### config.mk
export PLATFORM = sky130hd
export DESIGN_NAME = transfer_phase_deadline_watchdog_top_flat
export DESIGN_NICKNAME = d
export VERILOG_FILES = /design/src/hdl/tpdw_pkg.sv /design/src/hdl/tpdw_if.sv /design/src/hdl/transfer_phase_deadline_watchdog_top.sv /design/src/flat_wrapper.sv
export SDC_FILE = /design/constraint.sdc
export NUM_CORES = 2
export LEC_CHECK = 0
export ABC_AREA = 1
export BUFFER_PORTS_ARGS = -buffer_cell sky130_fd_sc_hd__buf_2
export CAP_MARGIN = 20
export CORE_UTILIZATION = 55
export CTS_BUF_LIST = sky130_fd_sc_hd__clkbuf_4 sky130_fd_sc_hd__clkbuf_8
export DETAILED_ROUTE_END_ITERATION = 7
export PLACE_DENSITY = 0.79
export SLEW_MARGIN = 20
export SYNTH_ARGS = -nofsm -noshare
export SYNTH_HDL_FRONTEND = slang
export SYNTH_SLANG_ARGS = --single-unit
### constraint.sdc
create_clock -name clk -period 4.4 [get_ports clk]
set_clock_uncertainty 0.2 [all_clocks]
set_input_delay 1.32 -clock clk [delete_from_list [all_inputs] [get_ports clk]]
set_output_delay 1.32 -clock clk [all_outputs]
set_load 0.02 [all_outputs]
### src/hdl/tpdw_pkg.sv
// Package for the transfer phase deadline watchdog: widths, codes, constants.
// No dependencies.
`timescale 1ns / 1ps

package tpdw_pkg;

  localparam int TIME_BITS_DEFAULT = 40;

  localparam int CMD_W     = 4;
  localparam int NOW_W     = 40;
  localparam int VAL_W     = 40;
  localparam int VERDICT_W = 3;
  localparam int STATUS_W  = 10;
  localparam int BUDGET_W  = 32;
  localparam int CFG_IDX_W = 3;

  localparam logic [BUDGET_W-1:0] LARGE_UPLOAD    = 32'd65536;
  localparam logic [STATUS_W-1:0] STATUS_BODY_MIN = 10'd200;
  localparam logic [STATUS_W-1:0] STATUS_MAX      = 10'd1023;

  typedef enum logic [CMD_W-1:0] {
    CMD_BEGIN_REQ   = 4'd0,
    CMD_BEGIN_ROUTE = 4'd1,
    CMD_UPLOAD      = 4'd2,
    CMD_STATUS      = 4'd3,
    CMD_HDR_END     = 4'd4,
    CMD_BODY        = 4'd5,
    CMD_DEADLINE    = 4'd6,
    CMD_CHECK       = 4'd7,
    CMD_CANCEL      = 4'd8
  } cmd_t;

  typedef enum logic [VERDICT_W-1:0] {
    VERDICT_RUNNING      = 3'd0,
    VERDICT_DEADLINE     = 3'd1,
    VERDICT_UPLOAD_STALL = 3'd2,
    VERDICT_BODY_STALL   = 3'd3,
    VERDICT_CANCELLED    = 3'd4
  } verdict_t;

  typedef enum logic [CFG_IDX_W-1:0] {
    CFG_TOTAL      = 3'd0,
    CFG_ANSWER     = 3'd1,
    CFG_BODY_TOTAL = 3'd2,
    CFG_IDLE       = 3'd3,
    CFG_UPLOAD_LEN = 3'd4
  } cfg_idx_t;

endpackage

### src/hdl/tpdw_if.sv
// Channel interfaces for the watchdog: event input, verdict output, config write.
// Depends on tpdw_pkg.
`timescale 1ns / 1ps

interface tpdw_in_if;
  logic                         valid;
  logic                         ready;
  logic [tpdw_pkg::CMD_W-1:0]   command;
  logic [tpdw_pkg::NOW_W-1:0]   now_ms;
  logic [tpdw_pkg::VAL_W-1:0]   value;

  modport source (output valid, command, now_ms, value, input ready);
  modport sink   (input valid, command, now_ms, value, output ready);
endinterface

interface tpdw_out_if;
  logic                            valid;
  logic                            ready;
  logic [tpdw_pkg::VERDICT_W-1:0]  verdict;
  logic                            uploading;
  logic                            in_body;
  logic [tpdw_pkg::STATUS_W-1:0]   status_code;

  modport source (output valid, verdict, uploading, in_body, status_code, input ready);
  modport sink   (input valid, verdict, uploading, in_body, status_code, output ready);
endinterface

interface tpdw_cfg_if;
  logic                             valid;
  logic                             ready;
  logic [tpdw_pkg::CFG_IDX_W-1:0]   index;
  logic [tpdw_pkg::BUDGET_W-1:0]    data;

  modport source (output valid, index, data, input ready);
  modport sink   (input valid, index, data, output ready);
endinterface

### src/hdl/transfer_phase_deadline_watchdog_top.sv
// A word accepted on in_ch moves from the event register to the output register on out_ch.
// One event word per cycle unless out_ch stalls; the event register, state update and
// verdict compare form one registered pass, the result sits in an output register.
// Config writes go into registers, and the effective answer budget is registered from them.
// Reset (rst_n low, synchronous) clears config, all transfer state and both valids.
`timescale 1ns / 1ps

module transfer_phase_deadline_watchdog_top #(
  parameter int TIME_BITS = tpdw_pkg::TIME_BITS_DEFAULT
) (
  input logic           clk,
  input logic           rst_n,
  tpdw_in_if.sink       in_ch,
  tpdw_out_if.source    out_ch,
  tpdw_cfg_if.sink      cfg_ch
);

  localparam int CW  = TIME_BITS + 2;
  localparam int BW  = tpdw_pkg::BUDGET_W;
  localparam int VW  = tpdw_pkg::VAL_W;
  localparam int SW  = tpdw_pkg::STATUS_W;

  // config
  logic [BW-1:0] total_r, answer_r, body_total_r, idle_r, upload_len_r;
  logic [BW:0]   answer_eff_r;

  // event register
  logic                       s1_valid_r;
  logic [tpdw_pkg::CMD_W-1:0] s1_cmd_r;
  logic [TIME_BITS-1:0]       s1_now_r;
  logic [VW-1:0]              s1_val_r;

  // transfer state
  logic [TIME_BITS-1:0] start_time_r, start_time_nxt;
  logic                 up_done_r, up_done_nxt;
  logic [TIME_BITS-1:0] up_done_time_r, up_done_time_nxt;
  logic [TIME_BITS-1:0] last_up_time_r, last_up_time_nxt;
  logic [VW-1:0]        up_bytes_r, up_bytes_nxt;
  logic                 body_r, body_nxt;
  logic [TIME_BITS-1:0] body_start_r, body_start_nxt;
  logic [TIME_BITS-1:0] last_body_r, last_body_nxt;
  logic [SW-1:0]        status_r, status_nxt;
  logic                 dl_set_r, dl_set_nxt;
  logic [TIME_BITS-1:0] dl_time_r, dl_time_nxt;
  logic                 cancel_r, cancel_nxt;

  // output register
  logic                           out_valid_r;
  logic [tpdw_pkg::VERDICT_W-1:0] verdict_r;
  logic                           uploading_r;
  logic                           in_body_r;
  logic [SW-1:0]                  status_out_r;

  logic                           s1_take, step, in_fire;
  logic [63:0]                    in_now_w, s1_val_w;
  logic [TIME_BITS-1:0]           val_t;
  logic                           upload_len_zero;
  logic                           dl_hit, up_stall, body_stall;
  logic [tpdw_pkg::VERDICT_W-1:0] judge, verdict_nxt;
  logic [BW:0]                    answer_eff_nxt;

  function automatic logic elapsed(input logic [TIME_BITS-1:0] now,
                                   input logic [TIME_BITS-1:0] since,
                                   input logic [CW-1:0] budget);
    logic [TIME_BITS-1:0] d;
    d = now - since;
    return (now >= since) && ({2'b00, d} >= budget);
  endfunction

  function automatic logic [CW-1:0] ext_b(input logic [BW-1:0] b);
    return {{(CW-BW){1'b0}}, b};
  endfunction

  // handshakes
  assign s1_take      = !out_valid_r || out_ch.ready;
  assign in_ch.ready  = !s1_valid_r || s1_take;
  assign in_fire      = in_ch.valid && in_ch.ready;
  assign step         = s1_valid_r && s1_take;
  assign cfg_ch.ready = 1'b1;

  assign in_now_w = {{(64-tpdw_pkg::NOW_W){1'b0}}, in_ch.now_ms};
  assign s1_val_w = {{(64-VW){1'b0}}, s1_val_r};
  assign val_t    = s1_val_w[TIME_BITS-1:0];

  // config write
  always_ff @(posedge clk) begin
    if (!rst_n) begin
      total_r      <= '0;
      answer_r     <= '0;
      body_total_r <= '0;
      idle_r       <= '0;
      upload_len_r <= '0;
      answer_eff_r <= '0;
    end else begin
      answer_eff_r <= answer_eff_nxt;
      if (cfg_ch.valid) begin
        case (cfg_ch.index)
          tpdw_pkg::CFG_TOTAL:      total_r      <= cfg_ch.data;
          tpdw_pkg::CFG_ANSWER:     answer_r     <= cfg_ch.data;
          tpdw_pkg::CFG_BODY_TOTAL: body_total_r <= cfg_ch.data;
          tpdw_pkg::CFG_IDLE:       idle_r       <= cfg_ch.data;
          tpdw_pkg::CFG_UPLOAD_LEN: upload_len_r <= cfg_ch.data;
          default: ;
        endcase
      end
    end
  end

  // answer budget, extended by idle budget for large uploads
  always_comb begin
    if ((answer_r != '0) && (idle_r != '0) && (upload_len_r >= tpdw_pkg::LARGE_UPLOAD)) begin
      answer_eff_nxt = {1'b0, answer_r} + {1'b0, idle_r};
    end else begin
      answer_eff_nxt = {1'b0, answer_r};
    end
  end

  // event register
  always_ff @(posedge clk) begin
    if (!rst_n) begin
      s1_valid_r <= 1'b0;
    end else if (in_fire) begin
      s1_valid_r <= 1'b1;
    end else if (s1_take) begin
      s1_valid_r <= 1'b0;
    end
  end

  always_ff @(posedge clk) begin
    if (in_fire) begin
      s1_cmd_r <= in_ch.command;
      s1_now_r <= in_now_w[TIME_BITS-1:0];
      s1_val_r <= in_ch.value;
    end
  end

  // verdict from state before the update
  always_comb begin
    dl_hit = ((total_r != '0) && elapsed(s1_now_r, start_time_r, ext_b(total_r))) ||
             (up_done_r && !body_r && (answer_eff_r != '0) &&
              elapsed(s1_now_r, up_done_time_r, {{(CW-BW-1){1'b0}}, answer_eff_r})) ||
             (!up_done_r && (body_total_r != '0) &&
              elapsed(s1_now_r, start_time_r, ext_b(body_total_r))) ||
             (body_r && (body_total_r != '0) &&
              elapsed(s1_now_r, body_start_r, ext_b(body_total_r))) ||
             (dl_set_r && (s1_now_r >= dl_time_r));
    up_stall   = !up_done_r && (idle_r != '0) &&
                 elapsed(s1_now_r, last_up_time_r, ext_b(idle_r));
    body_stall = body_r && (idle_r != '0) &&
                 elapsed(s1_now_r, last_body_r, ext_b(idle_r));
    if (cancel_r) begin
      judge = tpdw_pkg::VERDICT_CANCELLED;
    end else if (dl_hit) begin
      judge = tpdw_pkg::VERDICT_DEADLINE;
    end else if (up_stall) begin
      judge = tpdw_pkg::VERDICT_UPLOAD_STALL;
    end else if (body_stall) begin
      judge = tpdw_pkg::VERDICT_BODY_STALL;
    end else begin
      judge = tpdw_pkg::VERDICT_RUNNING;
    end
  end

  assign upload_len_zero = (upload_len_r == '0);

  // state update
  always_comb begin
    start_time_nxt   = start_time_r;
    up_done_nxt      = up_done_r;
    up_done_time_nxt = up_done_time_r;
    last_up_time_nxt = last_up_time_r;
    up_bytes_nxt     = up_bytes_r;
    body_nxt         = body_r;
    body_start_nxt   = body_start_r;
    last_body_nxt    = last_body_r;
    status_nxt       = status_r;
    dl_set_nxt       = dl_set_r;
    dl_time_nxt      = dl_time_r;
    cancel_nxt       = cancel_r;
    verdict_nxt      = tpdw_pkg::VERDICT_RUNNING;
    case (s1_cmd_r)
      tpdw_pkg::CMD_BEGIN_REQ: begin
        start_time_nxt   = s1_now_r;
        last_up_time_nxt = s1_now_r;
        up_done_nxt      = upload_len_zero;
        up_done_time_nxt = upload_len_zero ? s1_now_r : '0;
        up_bytes_nxt     = '0;
        body_nxt         = 1'b0;
        body_start_nxt   = '0;
        last_body_nxt    = '0;
        status_nxt       = '0;
        dl_set_nxt       = 1'b0;
        dl_time_nxt      = '0;
        cancel_nxt       = 1'b0;
      end
      tpdw_pkg::CMD_BEGIN_ROUTE: begin
        up_bytes_nxt     = '0;
        last_up_time_nxt = s1_now_r;
        up_done_nxt      = upload_len_zero;
        up_done_time_nxt = upload_len_zero ? s1_now_r : '0;
      end
      tpdw_pkg::CMD_UPLOAD: begin
        if (s1_val_r > up_bytes_r) begin
          up_bytes_nxt     = s1_val_r;
          last_up_time_nxt = s1_now_r;
        end
        if (!up_done_r && (s1_val_r >= {{(VW-BW){1'b0}}, upload_len_r})) begin
          up_done_nxt      = 1'b1;
          up_done_time_nxt = s1_now_r;
        end
      end
      tpdw_pkg::CMD_STATUS: begin
        status_nxt = (s1_val_r > {{(VW-SW){1'b0}}, tpdw_pkg::STATUS_MAX}) ?
                     tpdw_pkg::STATUS_MAX : s1_val_r[SW-1:0];
        if (!up_done_r) begin
          up_done_nxt      = 1'b1;
          up_done_time_nxt = s1_now_r;
        end
        body_nxt = 1'b0;
      end
      tpdw_pkg::CMD_HDR_END: begin
        if (status_r >= tpdw_pkg::STATUS_BODY_MIN) begin
          body_nxt       = 1'b1;
          body_start_nxt = s1_now_r;
          last_body_nxt  = s1_now_r;
        end
      end
      tpdw_pkg::CMD_BODY: begin
        last_body_nxt = s1_now_r;
      end
      tpdw_pkg::CMD_DEADLINE: begin
        dl_set_nxt  = 1'b1;
        dl_time_nxt = val_t;
      end
      tpdw_pkg::CMD_CHECK: begin
        verdict_nxt = judge;
      end
      tpdw_pkg::CMD_CANCEL: begin
        cancel_nxt  = 1'b1;
        verdict_nxt = tpdw_pkg::VERDICT_CANCELLED;
      end
      default: ;
    endcase
  end

  always_ff @(posedge clk) begin
    if (!rst_n) begin
      start_time_r   <= '0;
      up_done_r      <= 1'b0;
      up_done_time_r <= '0;
      last_up_time_r <= '0;
      up_bytes_r     <= '0;
      body_r         <= 1'b0;
      body_start_r   <= '0;
      last_body_r    <= '0;
      status_r       <= '0;
      dl_set_r       <= 1'b0;
      dl_time_r      <= '0;
      cancel_r       <= 1'b0;
    end else if (step) begin
      start_time_r   <= start_time_nxt;
      up_done_r      <= up_done_nxt;
      up_done_time_r <= up_done_time_nxt;
      last_up_time_r <= last_up_time_nxt;
      up_bytes_r     <= up_bytes_nxt;
      body_r         <= body_nxt;
      body_start_r   <= body_start_nxt;
      last_body_r    <= last_body_nxt;
      status_r       <= status_nxt;
      dl_set_r       <= dl_set_nxt;
      dl_time_r      <= dl_time_nxt;
      cancel_r       <= cancel_nxt;
    end
  end

  // output register
  always_ff @(posedge clk) begin
    if (!rst_n) begin
      out_valid_r <= 1'b0;
    end else if (step) begin
      out_valid_r <= 1'b1;
    end else if (out_ch.ready) begin
      out_valid_r <= 1'b0;
    end
  end

  always_ff @(posedge clk) begin
    if (step) begin
      verdict_r    <= verdict_nxt;
      uploading_r  <= !up_done_nxt;
      in_body_r    <= body_nxt;
      status_out_r <= status_nxt;
    end
  end

  assign out_ch.valid       = out_valid_r;
  assign out_ch.verdict     = verdict_r;
  assign out_ch.uploading   = uploading_r;
  assign out_ch.in_body     = in_body_r;
  assign out_ch.status_code = status_out_r;

endmodule

### src/flat_wrapper.sv
// flat-port wrapper written by rule: the top's interface ports become plain ports
module transfer_phase_deadline_watchdog_top_flat 
#(
  parameter int TIME_BITS = tpdw_pkg::TIME_BITS_DEFAULT
)
  (clk, rst_n, in_ch_valid, in_ch_command, in_ch_now_ms, in_ch_value, in_ch_ready, out_ch_valid, out_ch_verdict, out_ch_uploading, out_ch_in_body, out_ch_status_code, out_ch_ready, cfg_ch_valid, cfg_ch_index, cfg_ch_data, cfg_ch_ready);
  tpdw_in_if in_ch_i ();
  tpdw_out_if out_ch_i ();
  tpdw_cfg_if cfg_ch_i ();
  input logic clk;
  input logic rst_n;
  input wire logic [$bits(in_ch_i.valid)-1:0] in_ch_valid;
  input wire logic [$bits(in_ch_i.command)-1:0] in_ch_command;
  input wire logic [$bits(in_ch_i.now_ms)-1:0] in_ch_now_ms;
  input wire logic [$bits(in_ch_i.value)-1:0] in_ch_value;
  output wire logic [$bits(in_ch_i.ready)-1:0] in_ch_ready;
  output wire logic [$bits(out_ch_i.valid)-1:0] out_ch_valid;
  output wire logic [$bits(out_ch_i.verdict)-1:0] out_ch_verdict;
  output wire logic [$bits(out_ch_i.uploading)-1:0] out_ch_uploading;
  output wire logic [$bits(out_ch_i.in_body)-1:0] out_ch_in_body;
  output wire logic [$bits(out_ch_i.status_code)-1:0] out_ch_status_code;
  input wire logic [$bits(out_ch_i.ready)-1:0] out_ch_ready;
  input wire logic [$bits(cfg_ch_i.valid)-1:0] cfg_ch_valid;
  input wire logic [$bits(cfg_ch_i.index)-1:0] cfg_ch_index;
  input wire logic [$bits(cfg_ch_i.data)-1:0] cfg_ch_data;
  output wire logic [$bits(cfg_ch_i.ready)-1:0] cfg_ch_ready;
  assign in_ch_i.valid = in_ch_valid;
  assign in_ch_i.command = in_ch_command;
  assign in_ch_i.now_ms = in_ch_now_ms;
  assign in_ch_i.value = in_ch_value;
  assign in_ch_ready = in_ch_i.ready;
  assign out_ch_valid = out_ch_i.valid;
  assign out_ch_verdict = out_ch_i.verdict;
  assign out_ch_uploading = out_ch_i.uploading;
  assign out_ch_in_body = out_ch_i.in_body;
  assign out_ch_status_code = out_ch_i.status_code;
  assign out_ch_i.ready = out_ch_ready;
  assign cfg_ch_i.valid = cfg_ch_valid;
  assign cfg_ch_i.index = cfg_ch_index;
  assign cfg_ch_i.data = cfg_ch_data;
  assign cfg_ch_ready = cfg_ch_i.ready;
  transfer_phase_deadline_watchdog_top #(.TIME_BITS(TIME_BITS)) u_core (.clk(clk), .rst_n(rst_n), .in_ch(in_ch_i), .out_ch(out_ch_i), .cfg_ch(cfg_ch_i));
endmodule
==> flow_summary.ini <==
[global_routing]
grt_pass1_vias = 42920
overflow = 0
grtUsageTotal_pct = 39.99
grt_max_degree = 115
gr-usage-met3_pct = 10.31
grt_antenna_before_repair = 18
use_met1_pct = 53.41
grt_busiest_layer = met2
grtUsageMet2_pct = 58.40
grt_pass1_wl_mm = 249.0

[clock_tree]
htree_levels = 3
clock_path_buffers = 3
holdBufCountCts = 0
insertion_delay_ps = 760
cts_tree = built
cts_root_buf = clkbuf_8
cts_buffers = 99
path_clk_slew_ps = 60
cts.sinks = 588

[logic_synthesis]
synth_area_um2 = 44190
synthTopCellsByCount = nand2_1, inv_1, a21oi_1
async_flop_share_pct = 0
synthMostInstantiatedCell = nand2_1
netlist-cell-type-count = 59
yosysSeqAreaShare_pct = 28.88
synth_cells = 6501
ys_ff_latch = 588
synth_ff_type = dfxtp_1
synth_top_area_share_pct = 22.15
synth_enable_flop_cells = 99
syn_avg_cell_area_um2 = 6.797
synth_nets = 7168
synth_top_area_cell = dfxtp_1
ys_top_cells_by_area = dfxtp_1, ha_1, nand2_1
ys_warn_count = 0

[worst_setup_path]
slowest_delay_ps = 410
endpoint_kind = register
worstSetupStartpointType = register
required_ps = 4690
crit_slowest_cell = edfxtp_1
path_class = reg -> reg
cp_max_fo = 9
crit_path_frequent_cell = nand2_1
worstPathArrival_ps = 4650

[sta]
post-route-period-util_pct = 99.20
whs_ps = 260.5
worst_pin_slew_ps = 1037
setup_tns_ps = 0
hold_violations = 0
drv_slew = 0
rsz0062_at_grt = yes
fin_crit_ps = 4365
relSlewSlack_pct = 30.89
finalSetupViolCount = 0
fmaxAchievable_mhz = 229.1

[die]
dieHeight_um = 285.5
die-area_um2 = 81480
core_area_um2 = 79260
initial_utilization_pct = 55.75
rows = 103
ios = 142
die_w_um = 285.5

[detailed_routing]
ant_nets = 0
avgViaCountPerCell = 5.810
drtIter0Drc = 5592
dr.pass1.iters = 7
num_vias = 47180
routed_wl_mm = 171.3
drc = 0
post_drt_wl_per_cell_um = 21.09

[pwr]
p_leak_nw = 23.27
finalPower_mw = 15.89
peakVddDrop_uv = 247.7
powerDensity_nw_per_um2 = 302.4

[layout]
final_nets = 7649
drive_gt1_share_pct = 14.97
finalNonFillerCells = 8121
final_core_util_pct = 66.30
area_growth_pct = 18.92
nFillCells = 7005

[place]
numPortBuffers = 140
gp_congestion = 1.165
place_inst = 7896
hpwl_mm = 134.0

[run_status]
status = complete, no violations

[min_path]
hold_class = reg -> reg

[job]
max-cap-violations = 0
-- report_power, final --
| group | switching (mW) | internal (mW) | total (mW) | leakage (nW) |
|---|---|---|---|---|
| combinational | 2.99 | 1.85 | 4.84 | 17.2 |
| clock | 2.37 | 2.72 | 5.10 | 1.08 |
| sequential | 0.225 | 5.72 | 5.95 | 4.93 |
| total | 5.59 | 10.3 | 15.9 | 23.3 |
-- final timing paths --
| path | endpoint | slack (ps) | depth (start not counted) | start |
|---|---|---|---|---|
| worst min-delay path | u_core.dl_time_r[35]$_SDFFE_PN0P_ | 260 | 2 | u_core.dl_time_r[35]$_SDFFE_PN0P_ |
| worst min register to register | u_core.dl_time_r[35]$_SDFFE_PN0P_ | 260 | 2 | u_core.dl_time_r[35]$_SDFFE_PN0P_ |
| worst max register to register | u_core.out_ch.verdict[0]$_DFFE_PP_ | 40 | 28 | u_core.s1_now_r[1]$_DFFE_PP_ |
| worst max-delay path | u_core.out_ch.verdict[0]$_DFFE_PP_ | 40 | 28 | u_core.s1_now_r[1]$_DFFE_PP_ |
-- metal layers --
layer	up-vias	wire (µm)
met5	-	140
met4	22	11590
met3	530	20500
met2	2530	69330
met1	21670	69740
li1	22440	-
-- final cells by class --
| class | count | area, µm² | share of cell area, % |
|---|---|---|---|
| inverters | 1021 | 3839 | 7.305 |
| repair buffers | 547 | 4159 | 7.915 |
| well taps | 1050 | 1314 | 2.500 |
| flip-flops and latches | 588 | 12760 | 24.29 |
| clock buffers | 149 | 1788 | 3.403 |
| diodes | 10 | 25.02 | 0.04762 |
| multi-input cells | 4725 | 28420 | 54.09 |
| clock inverters | 31 | 236.5 | 0.4500 |
-- flip-flops by register name, indices dropped and copies added (netlist names), 3 cells and up --
signal and cells:
u_core.answer_eff_r 33, u_core.answer_r 32, u_core.body_start_r 40, u_core.body_total_r 32, u_core.dl_time_r 40, u_core.idle_r 32
u_core.last_body_r 40, u_core.last_up_time_r 40, u_core.out_ch.status_code 10, u_core.out_ch.verdict 3, u_core.s1_cmd_r 4, u_core.s1_now_r 40
u_core.s1_val_r 40, u_core.start_time_r 40, u_core.status_r 10, u_core.total_r 32, u_core.up_bytes_r 40, u_core.up_done_time_r 40
u_core.upload_len_r 32
-- per-stage QoR --
stage | setup WS [ps] | instance area, µm²
2_1_floorplan | 359.5 | 44190
3_3_place_gp | -90.49 | 48550
3_5_place_dp | -219.9 | 48580
4_1_cts | 0.09059 | 50680
5_1_grt | -162.9 | 52530
6_report | 35.33 | 52550
-- worst max-delay path: cells and delay by family (launching register included) --
family,cells,cell delay [ps]
compound gates,5,640
simple gates,17,1570
flops,1,410
xor+xnor,1,180
fa+ha+maj,2,630
buf+inv,3,480
-- cells in the final DEF, fill, tap and decap left out, types with 36 or more instances in the layout --
cell and count:
o21ai_0 427, nand2_2 48, nor2_2 45, nand3_1 156, clkbuf_8 108, a31oi_1 40, buf_4 371, dfxtp_1 489
o21ai_1 45, nor2_1 617, nor4_1 60, buf_2 139, a21oi_1 684, xnor2_1 70, ha_4 38, nor3_1 44
nand4_1 91, o21bai_1 36, xor2_1 96, nand2_1 1363, ha_1 482, a211oi_1 88, edfxtp_1 99, clkbuf_4 42
a21oi_2 55, inv_1 1007
-- logic make-up after synthesis --
| family | synth area share [%] |
|---|---|
| adder cells (fa/ha/maj) | 15.48 |
| XOR/XNOR | 3.647 |
| flip-flops | 28.88 |
| AO/OA/AOI/OAI | 18.53 |
| buffers and inverters | 10.29 |
| AND/OR/NAND/NOR | 23.17 |
| other | 0.008486 |
-- repair_timing --
item / in CTS / in global routing
setup endpoints to repair: 2 / 2
setup buffers: 3 / 28
cloned: 0 / 4
pin swaps: 0 / 74
gates resized for setup: 17 / 365
Note: power is estimated with default switching activity, not from simulation.
